===== config.mk =====
export PLATFORM = sky130hd
export DESIGN_NAME = eci_ctrl
export DESIGN_NICKNAME = d
export VERILOG_FILES = /design/src/hdl/eci_pkg.sv /design/src/hdl/eci_ctrl.sv
export SDC_FILE = /design/constraint.sdc
export NUM_CORES = 1
export LEC_CHECK = 0
export BUFFER_PORTS_ARGS = -buffer_cell sky130_fd_sc_hd__buf_4
export CORE_MARGIN = 4
export CORE_UTILIZATION = 55
export CTS_CLUSTER_SIZE = 16
export DETAILED_ROUTE_END_ITERATION = 8
export PLACE_DENSITY = 0.88
export SKIP_LAST_GASP = 1
export SYNTH_ARGS = -nofsm -noshare
export SYNTH_HDL_FRONTEND = slang
export SYNTH_SLANG_ARGS = --single-unit

===== constraint.sdc =====
create_clock -name clk_i -period 4.34 [get_ports clk_i]
set_input_delay 1.085 -clock clk_i [delete_from_list [all_inputs] [get_ports clk_i]]
set_output_delay 1.085 -clock clk_i [all_outputs]
set_load 0.02 [all_outputs]

===== src/hdl/eci_pkg.sv =====
package eci_pkg;

  localparam int unsigned MAX_POINTS = 1024;
  localparam int unsigned CNT_W      = $clog2(MAX_POINTS);
  localparam int unsigned IDX_W      = 10;
  localparam int unsigned RA_W       = 5;
  localparam int unsigned NUM_UOPS   = 49;
  localparam int unsigned PC_W       = $clog2(NUM_UOPS);

  // result status codes
  localparam logic [1:0] ST_OK    = 2'd0;
  localparam logic [1:0] ST_SHORT = 2'd1;
  localparam logic [1:0] ST_DUP   = 2'd2;

  localparam logic [63:0] Q_MAX = 64'h7fff_ffff_ffff_ffff;
  localparam logic [63:0] Q_MIN = 64'h8000_0000_0000_0000;

  typedef enum logic [2:0] {
    OP_XSUB,
    OP_SSUB,
    OP_SADD,
    OP_MUL,
    OP_DIV
  } op_e;

  // scratch register file addresses
  localparam logic [RA_W-1:0] R_X0  = 5'd0;
  localparam logic [RA_W-1:0] R_X1  = 5'd1;
  localparam logic [RA_W-1:0] R_X2  = 5'd2;
  localparam logic [RA_W-1:0] R_X3  = 5'd3;
  localparam logic [RA_W-1:0] R_F0  = 5'd4;
  localparam logic [RA_W-1:0] R_F1  = 5'd5;
  localparam logic [RA_W-1:0] R_F2  = 5'd6;
  localparam logic [RA_W-1:0] R_F3  = 5'd7;
  localparam logic [RA_W-1:0] R_A1  = 5'd8;
  localparam logic [RA_W-1:0] R_A2  = 5'd9;
  localparam logic [RA_W-1:0] R_A3  = 5'd10;
  localparam logic [RA_W-1:0] R_T   = 5'd11;
  localparam logic [RA_W-1:0] R_U   = 5'd12;
  localparam logic [RA_W-1:0] R_V   = 5'd13;
  localparam logic [RA_W-1:0] R_C0  = 5'd14;
  localparam logic [RA_W-1:0] R_C1  = 5'd15;
  localparam logic [RA_W-1:0] R_C2  = 5'd16;
  localparam logic [RA_W-1:0] R_D10 = 5'd17;
  localparam logic [RA_W-1:0] R_D20 = 5'd18;
  localparam logic [RA_W-1:0] R_D21 = 5'd19;
  localparam logic [RA_W-1:0] R_D30 = 5'd20;
  localparam logic [RA_W-1:0] R_D31 = 5'd21;
  localparam logic [RA_W-1:0] R_D32 = 5'd22;

  typedef struct packed {
    op_e             op;
    logic [RA_W-1:0] dst;
    logic [RA_W-1:0] sa;
    logic [RA_W-1:0] sb;
  } uop_t;

  typedef struct packed {
    logic       accept;
    logic       load_en;
    logic [2:0] load_idx;
    logic       rd_en;
    uop_t       uop;
    logic       mul_start;
    logic       div_start;
    logic       wb_en;
    logic       commit;
    logic       emit_en;
    logic [1:0] emit_idx;
  } cmd_t;

  typedef struct packed {
    logic k_ge3;
    logic last;
    logic short_curve;
    logic win_err;
    logic mul_done;
    logic div_done;
    logic out_free;
  } sts_t;

  function automatic logic [63:0] mag64(input logic [63:0] a);
    return a[63] ? (64'd0 - a) : a;
  endfunction

  function automatic logic [63:0] apply_sign(input logic neg, input logic [63:0] m,
                                             input logic ovf);
    logic [63:0] r;
    if (neg) begin
      r = (ovf || m[63]) ? Q_MIN : (64'd0 - m);
    end else begin
      r = (ovf || m[63]) ? Q_MAX : m;
    end
    return r;
  endfunction

  function automatic uop_t mk(input op_e o, input logic [RA_W-1:0] d,
                              input logic [RA_W-1:0] a, input logic [RA_W-1:0] b);
    uop_t u;
    u.op  = o;
    u.dst = d;
    u.sa  = a;
    u.sb  = b;
    return u;
  endfunction

  // fit program: divided differences, then monomial conversion
  function automatic uop_t uprog(input logic [PC_W-1:0] pc);
    uop_t u;
    case (int'(pc))
      0:  u = mk(OP_XSUB, R_D10, R_X1, R_X0);
      1:  u = mk(OP_XSUB, R_D20, R_X2, R_X0);
      2:  u = mk(OP_XSUB, R_D21, R_X2, R_X1);
      3:  u = mk(OP_XSUB, R_D30, R_X3, R_X0);
      4:  u = mk(OP_XSUB, R_D31, R_X3, R_X1);
      5:  u = mk(OP_XSUB, R_D32, R_X3, R_X2);
      6:  u = mk(OP_SSUB, R_T,   R_F1, R_F0);
      7:  u = mk(OP_DIV,  R_A1,  R_T,  R_D10);
      8:  u = mk(OP_SSUB, R_T,   R_F2, R_F0);
      9:  u = mk(OP_MUL,  R_U,   R_A1, R_D20);
      10: u = mk(OP_SSUB, R_T,   R_T,  R_U);
      11: u = mk(OP_MUL,  R_U,   R_D21, R_D20);
      12: u = mk(OP_DIV,  R_A2,  R_T,  R_U);
      13: u = mk(OP_SSUB, R_T,   R_F3, R_F0);
      14: u = mk(OP_MUL,  R_U,   R_A1, R_D30);
      15: u = mk(OP_SSUB, R_T,   R_T,  R_U);
      16: u = mk(OP_MUL,  R_U,   R_A2, R_D31);
      17: u = mk(OP_MUL,  R_U,   R_U,  R_D30);
      18: u = mk(OP_SSUB, R_T,   R_T,  R_U);
      19: u = mk(OP_MUL,  R_U,   R_D32, R_D31);
      20: u = mk(OP_MUL,  R_U,   R_U,  R_D30);
      21: u = mk(OP_DIV,  R_A3,  R_T,  R_U);
      22: u = mk(OP_MUL,  R_U,   R_A1, R_X0);
      23: u = mk(OP_SSUB, R_T,   R_F0, R_U);
      24: u = mk(OP_MUL,  R_U,   R_A2, R_X1);
      25: u = mk(OP_MUL,  R_U,   R_U,  R_X0);
      26: u = mk(OP_SADD, R_T,   R_T,  R_U);
      27: u = mk(OP_MUL,  R_U,   R_A3, R_X2);
      28: u = mk(OP_MUL,  R_U,   R_U,  R_X1);
      29: u = mk(OP_MUL,  R_U,   R_U,  R_X0);
      30: u = mk(OP_SSUB, R_C0,  R_T,  R_U);
      31: u = mk(OP_MUL,  R_U,   R_A2, R_X0);
      32: u = mk(OP_SSUB, R_T,   R_A1, R_U);
      33: u = mk(OP_MUL,  R_U,   R_A2, R_X1);
      34: u = mk(OP_SSUB, R_T,   R_T,  R_U);
      35: u = mk(OP_MUL,  R_U,   R_A3, R_X1);
      36: u = mk(OP_MUL,  R_U,   R_U,  R_X0);
      37: u = mk(OP_SADD, R_T,   R_T,  R_U);
      38: u = mk(OP_MUL,  R_V,   R_A3, R_X2);
      39: u = mk(OP_MUL,  R_U,   R_V,  R_X0);
      40: u = mk(OP_SADD, R_T,   R_T,  R_U);
      41: u = mk(OP_MUL,  R_U,   R_V,  R_X1);
      42: u = mk(OP_SADD, R_C1,  R_T,  R_U);
      43: u = mk(OP_MUL,  R_U,   R_A3, R_X0);
      44: u = mk(OP_SSUB, R_T,   R_A2, R_U);
      45: u = mk(OP_MUL,  R_U,   R_A3, R_X1);
      46: u = mk(OP_SSUB, R_T,   R_T,  R_U);
      47: u = mk(OP_MUL,  R_U,   R_A3, R_X2);
      48: u = mk(OP_SSUB, R_C2,  R_T,  R_U);
      default: u = mk(OP_XSUB, R_T, R_X0, R_X0);
    endcase
    return u;
  endfunction

endpackage


===== src/hdl/eci_ctrl.sv =====
module eci_ctrl (
  input  logic          clk_i,
  input  logic          rst_ni,
  input  logic          in_valid_i,
  output logic          in_stall_o,
  input  eci_pkg::sts_t sts_i,
  output eci_pkg::cmd_t cmd_o
);

  typedef enum logic [2:0] {
    S_IDLE,
    S_DECIDE,
    S_LOAD,
    S_READ,
    S_EXEC,
    S_WAIT,
    S_COMMIT,
    S_EMIT
  } state_e;

  state_e                   state_q;
  logic [eci_pkg::PC_W-1:0] pc_q;
  logic [2:0]               cnt_q;
  logic [1:0]               j_q;
  eci_pkg::uop_t            uop;
  logic                     long_op, unit_done, pc_end;
  logic [1:0]               j_end;

  assign uop       = eci_pkg::uprog(pc_q);
  assign long_op   = (uop.op == eci_pkg::OP_MUL) || (uop.op == eci_pkg::OP_DIV);
  assign unit_done = (uop.op == eci_pkg::OP_MUL) ? sts_i.mul_done : sts_i.div_done;
  assign pc_end    = (pc_q == eci_pkg::PC_W'(eci_pkg::NUM_UOPS - 1));
  assign j_end     = (sts_i.short_curve || !sts_i.last) ? 2'd0 : 2'd2;

  always_comb begin
    cmd_o          = '0;
    cmd_o.uop      = uop;
    cmd_o.load_idx = cnt_q;
    cmd_o.emit_idx = j_q;
    case (state_q)
      S_IDLE:   cmd_o.accept = in_valid_i;
      S_LOAD:   cmd_o.load_en = 1'b1;
      S_READ:   cmd_o.rd_en = 1'b1;
      S_EXEC: begin
        cmd_o.mul_start = (uop.op == eci_pkg::OP_MUL);
        cmd_o.div_start = (uop.op == eci_pkg::OP_DIV);
        cmd_o.wb_en     = !long_op;
      end
      S_WAIT:   cmd_o.wb_en = unit_done;
      S_COMMIT: cmd_o.commit = 1'b1;
      S_EMIT:   cmd_o.emit_en = sts_i.out_free;
      default:  cmd_o.accept = 1'b0;
    endcase
  end

  assign in_stall_o = (state_q != S_IDLE);

  always_ff @(posedge clk_i or negedge rst_ni) begin
    if (!rst_ni) begin
      state_q <= S_IDLE;
      pc_q    <= '0;
      cnt_q   <= '0;
      j_q     <= '0;
    end else begin
      case (state_q)
        S_IDLE: begin
          if (in_valid_i) state_q <= S_DECIDE;
        end
        S_DECIDE: begin
          j_q <= '0;
          if (sts_i.short_curve) begin
            state_q <= S_EMIT;
          end else if (!sts_i.k_ge3) begin
            state_q <= S_IDLE;
          end else if (sts_i.win_err) begin
            state_q <= S_COMMIT;
          end else begin
            cnt_q   <= '0;
            state_q <= S_LOAD;
          end
        end
        S_LOAD: begin
          cnt_q <= cnt_q + 3'd1;
          if (cnt_q == 3'd7) begin
            pc_q    <= '0;
            state_q <= S_READ;
          end
        end
        S_READ:   state_q <= S_EXEC;
        S_EXEC: begin
          if (long_op) begin
            state_q <= S_WAIT;
          end else if (pc_end) begin
            state_q <= S_COMMIT;
          end else begin
            pc_q    <= pc_q + eci_pkg::PC_W'(1);
            state_q <= S_READ;
          end
        end
        S_WAIT: begin
          if (unit_done) begin
            if (pc_end) begin
              state_q <= S_COMMIT;
            end else begin
              pc_q    <= pc_q + eci_pkg::PC_W'(1);
              state_q <= S_READ;
            end
          end
        end
        S_COMMIT: begin
          j_q     <= '0;
          state_q <= S_EMIT;
        end
        S_EMIT: begin
          if (sts_i.out_free) begin
            if (j_q == j_end) begin
              state_q <= S_IDLE;
            end else begin
              j_q <= j_q + 2'd1;
            end
          end
        end
        default: state_q <= S_IDLE;
      endcase
    end
  end

`ifndef NO_ASSERTIONS
  a_emit_free: assert property (@(posedge clk_i) disable iff (!rst_ni)
    cmd_o.emit_en |-> sts_i.out_free)
    else $error("result loaded while output register busy");
  a_one_unit: assert property (@(posedge clk_i) disable iff (!rst_ni)
    !(cmd_o.mul_start && cmd_o.div_start))
    else $error("multiplier and divider started together");
  a_wait_long: assert property (@(posedge clk_i) disable iff (!rst_ni)
    (state_q == S_WAIT) |-> (uop.op == eci_pkg::OP_MUL || uop.op == eci_pkg::OP_DIV))
    else $error("waiting on a single-cycle op");
  a_start_wait: assert property (@(posedge clk_i) disable iff (!rst_ni)
    (cmd_o.mul_start || cmd_o.div_start) |=> (state_q == S_WAIT))
    else $error("unit started without waiting for it");
`endif

endmodule


; ---- After elaboration in Yosys (flattened, before gate mapping)
; Memories as Yosys holds them, arrays and structs flattened.
; Index checks and enable logic that the tools add are counted.
[word_totals]
word_cells = 76
ff_bits = 14
input_bits = 10
output_inout_bits = 32
n_memories = 1
mem_bits_ro = 1152
[memory_table]
columns = memory, depth, width, rd, rd_ports_with_merged_regs, wr, line
row1 = (no name shown), 64, 18, 1, 0, 0, eci_pkg.sv:110  ; case (int'(pc))
[classes]
mux = 32
eq_ne = 22
n_addsub = 3
n_reduce_logical = 14
[op_table]
columns = op, count
row1 = two-way mux 3 bit, 13
row2 = two-way mux 6 bit, 4
row3 = one-hot mux 3 bit (8 select lines), 1
row4 = != test 2 bit (second input constant), 10
row5 = equality test 3 bit (second input constant), 6
row6 = one-hot mux 6 bit (3 select lines), 1
row7 = equality test 3 x 2 -> 1 bit (second input constant), 3
row8 = two-way mux 2 bit, 4
row9 = AND reduction 4 bit, 2
row10 = adder 6 x 1 -> 6 bit (second input constant), 1
row11 = equality test 6 bit (second input constant), 1
row12 = two-way mux 1 bit, 6
row13 = one-hot mux 3 bit (2 select lines), 1
row14 = nonzero test 3 bit, 2
row15 = AND reduction 5 bit, 1
row16 = one-hot mux 2 bit (2 select lines), 1
row17 = nonzero test 2 bit, 2
row18 = adder 3 x 1 -> 3 bit (second input constant), 1
row19 = equality test 3 x 1 -> 1 bit (second input constant), 1
row20 = zero test 3 bit, 1
row21 = AND reduction 3 bit, 1
row22 = adder 2 x 1 -> 2 bit (second input constant), 1
row23 = equality test 2 bit, 1
row24 = zero test 1 bit, 2
row25 = other kinds (3), 4

; ---- Depth between registers and ports, before layout
[logic_depth]
depth_word = 7
ltp_mapped = 11
ltp_nobuf = 10

; ---- Least setup slack after synthesis
; Ideal clock, no wire load.
[synth_path]
path_kind = register to output
start = reg pc_q[0] (netlist bit)
end = out cmd_o[4] (netlist bit)
path_slack_ns = 0.662
arrival_ns = 2.593
required_ns = 3.255
path_buffers = 1
stages_incl_launch_ff = 11
path_cell_list = dfrtp_1 clkbuf_1 inv_1 ha_1 and3_1 nor3_1 or3_4 a21bo_2 o21ai_0 a21o_1 a21oi_1
[synth_lines]
columns = item, line
row1 = from (decl), eci_ctrl.sv:22  ; logic [eci_pkg::PC_W-1:0] pc_q;
row2 = from (signal assigned), eci_ctrl.sv:96  ; pc_q <= pc_q + eci_pkg::PC_W'(1);
row3 = from (signal assigned), eci_ctrl.sv:105  ; pc_q <= pc_q + eci_pkg::PC_W'(1);
row4 = to (decl), eci_ctrl.sv:7  ; output eci_pkg::cmd_t cmd_o

==> impl_results.md <==
* Static leakage at roughly 1.1 nW
* Layout cells sized above 1 at between 20% and 30%
* RSZ-0062 raised after global routing: false
* Peak VDD IR at around 340 uV
* Max Fclk at ~240 MHz
* Worst endpoint required time at about 3.3 ns
* Max Clock Skew at about 0.0084 ns
* Critical path's top delay family: simple AND/OR/NAND/NOR gates
* Yosys warning total at 0
* # IOs at 42
* Mux share of post-synthesis cell area at 1.93%
* CP Cell Sequence: inv_1, ha_1, nor2b_1, o21ai_0, o2111ai_1, nand2_2, or3_1, nand3_1, a21oi_1, buf_4
* CTS tree: built
* Hpwl dp at 4.61 mm
* Setup crit end kind: primary output
* Crit-path slowest cell: dfrtp_2
* Largest net degree at the start of global routing at 41
* Synth-to-Final Area Change at 17.0%
* Net Count, Synth at 340
* Gr usage total at around 24%
* Critical path buffer and inverter count at 2
* Vias per inst at around 6.4
* Tmin final at a little over 4 ns
* Fillcell total at approximately 340
* Least-Margin Pin Slew at between 0.7 and 0.8 ns
* Ys async rst share at 100%
* Fin cells at ~390
* Max-Cap Viols at 0
* Clock Path Buffers at 2
* Largest area contributor in the netlist: dfrtp_1
* Syn Inst Count at around 320
* Num CTS Buffers at 3
* Nets at 369
* Initial antenna violation count at 0
* HP Class: flip-flop to flip-flop
* Synth Area in Compound Gates at 37.4%
* Die Y at between 70 and 80 um
* P per Cell Area at 742 nW/um2
* Vias at approximately 2500
* Clock root buffer: clkbuf_8
* Most instantiated cells after synthesis: nand2_1, o21ai_0, nor2_1, a21oi_1, ha_1
* Synth top area share at ~16%
* Main combinational cell family by area after synthesis: compound AO/OA/AOI/OAI gates
* Synth Area in Simple Gates at a little over a quarter
* Post-Route Setup TNS at 0 ns
* R2R Path Start: pc_q[0]
* Synth Flop Type: dfrtp_1
* Worst-Skew Late Latency at 0.25 ns
* Drt first pass iters at 5
* Post-route DRC violation count at 0
* Vias in the first global route at between 2000 and 2500
* # setup viols final at 0
* Final ANT Viol Nets at 0
* Post-Synth XOR/XNOR Area at less than 1%
* DIE WIDTH at between 70 and 80 um
* Port Buffers at 41
* Slew Limit Fails at 0
* Clk slew on worst S/H paths at ~0.060 ns
* H-tree levels at 1
* Synth Area in Adders at 8.79%
* Gpl congestion at slightly below 1
* Most frequent cell after synthesis: nand2_1
* Hold Crit Start: cnt_q[1]
* Post-CTS Setup Repair Bufs at 0
* Ant. Diodes at 0
* Post-synth EDFFs at 0
* Clock sinks at 14
* Worst-path fanout max at 13
* Status: finished, final reports clean
* Final Cycle Share at around 96%
* Initial Util at ~57%
* Gr ovfl total at 0
* WP data arrival at 3.07 ns
* Placed Cells at ~390
* Crit path kind: flip-flop to primary output
* CP startpoint: pc_q[0]
* Drt total wl at between 6 and 7 mm
* Avg Cell Area, Syn at approximately 6.8 um2
* First-pass GRT wire length at a little over 10 mm
* Worst slew margin at approximately half
* WL/cell at around 16 um
* Core box area at about 3700 um2
* Die area at around 5000 um2
* Synthesized area at roughly 2100 um2
* Register bit total from synthesis at 14
* Startpoint class of the critical path: flip-flop
* Cell variety after synth at 67
* DRT iter0 DRCs at 296
* Final hold vios at 0
* Sequential share of the synthesized area at between 10% and 20%
* CP peak stage delay at around 0.5 ns
* Top post-synthesis cells by area: dfrtp_1, ha_1, nand2_1
* Core Rows at 22
logic make-up after synthesis:
logic type / count (synthesis)
AO/OA/AOI/OAI: 120
AND/OR/NAND/NOR: 120
buffers and inverters: 40
adder cells (fa/ha/maj): 15
flip-flops: 14
multiplexers: 4
XOR/XNOR: 2
metal layers:
layer  vias up  track usage [%]  wire (um)
met3        24             4.46        608
met1      1127             34.2       2630
met4         0             7.02        145
met2       149             37.0       2810
li1       1204                -          -
met5         -                0          0
worst paths after layout:
kind | end | slack (ns) | cells after the start
worst min-delay path | cnt_q[1] | 0.56 | 1
max in group asynchronous | pc_q[0] | 3.48 | 1
min in group asynchronous | cnt_q[2] | 0.67 | 1
worst min register to register | cnt_q[1] | 0.56 | 1
worst max-delay path | cmd_o[4] | 0.18 | 10
worst max register to register | pc_q[5] | 1.22 | 8
power breakdown:
group	switching (mW)	internal, mW	total (mW)	leakage, nW
Combinational	0.828	0.564	1.39	0.871
Sequential	0.157	0.179	0.335	0.181
Clock	0.0471	0.0804	0.128	0.0288
Total	1.03	0.823	1.85	1.08
flip-flops by register name, indices dropped and copies added (netlist names):
name / count
pc_q: 6
cnt_q: 3
state_q: 3
j_q: 2
through the flow:
step	power [mW]	worst slack (ns)	utilization, %	cell area (um2)	hold slack (ns)
after global placement	1.68	0.551	65.7	2440	0.518
after detailed placement	1.70	0.434	65.7	2440	0.535
after floorplan	1.29	0.662	-	2140	0.633
after global routing	2.00	0.0174	67.2	2500	0.579
final	1.85	0.181	67.2	2500	0.555
after CTS	1.83	0.148	67.2	2500	0.552
cell usage in the layout (no fill, tap or decap), types with 2 or more instances in the layout:
| cell | instances |
|---|---|
| buf_4 | 48 |
| nand2_1 | 44 |
| o21ai_0 | 31 |
| nor2_1 | 28 |
| a21oi_1 | 27 |
| ha_1 | 15 |
| inv_1 | 13 |
| dfrtp_1 | 13 |
| a31oi_1 | 12 |
| nand3_1 | 10 |
| nor3_1 | 10 |
| nand2b_1 | 6 |
| o22ai_1 | 5 |
| a211oi_1 | 4 |
| nor2b_1 | 4 |
| clkbuf_8 | 4 |
| a21o_1 | 3 |
| o21bai_1 | 3 |
| mux2i_1 | 3 |
| a311oi_1 | 3 |
| a22o_1 | 3 |
| clkinv_1 | 2 |
| a21boi_0 | 2 |
| and3_1 | 2 |
| and2_1 | 2 |
| nand3b_1 | 2 |
| o211ai_1 | 2 |
| nand4_1 | 2 |
| or3_1 | 2 |
| a311o_1 | 2 |
| a211o_1 | 2 |
area by class of cell:
class | count | area, um2 | area share [%]
tap | 48 | 60.1 | 2.40
clock buffer | 4 | 55.1 | 2.20
sequential | 14 | 352 | 14.1
inverter | 16 | 60.1 | 2.40
timing repair buffer | 48 | 360 | 14.4
multi-input combinational | 261 | 1610 | 64.5
what timing repair did:
action,4_1_cts,5_1_grt
setup endpoints to repair,0,1
gates resized for setup,0,1
hold buffers,0,0
Note: power is estimated with default switching activity, not from simulation.
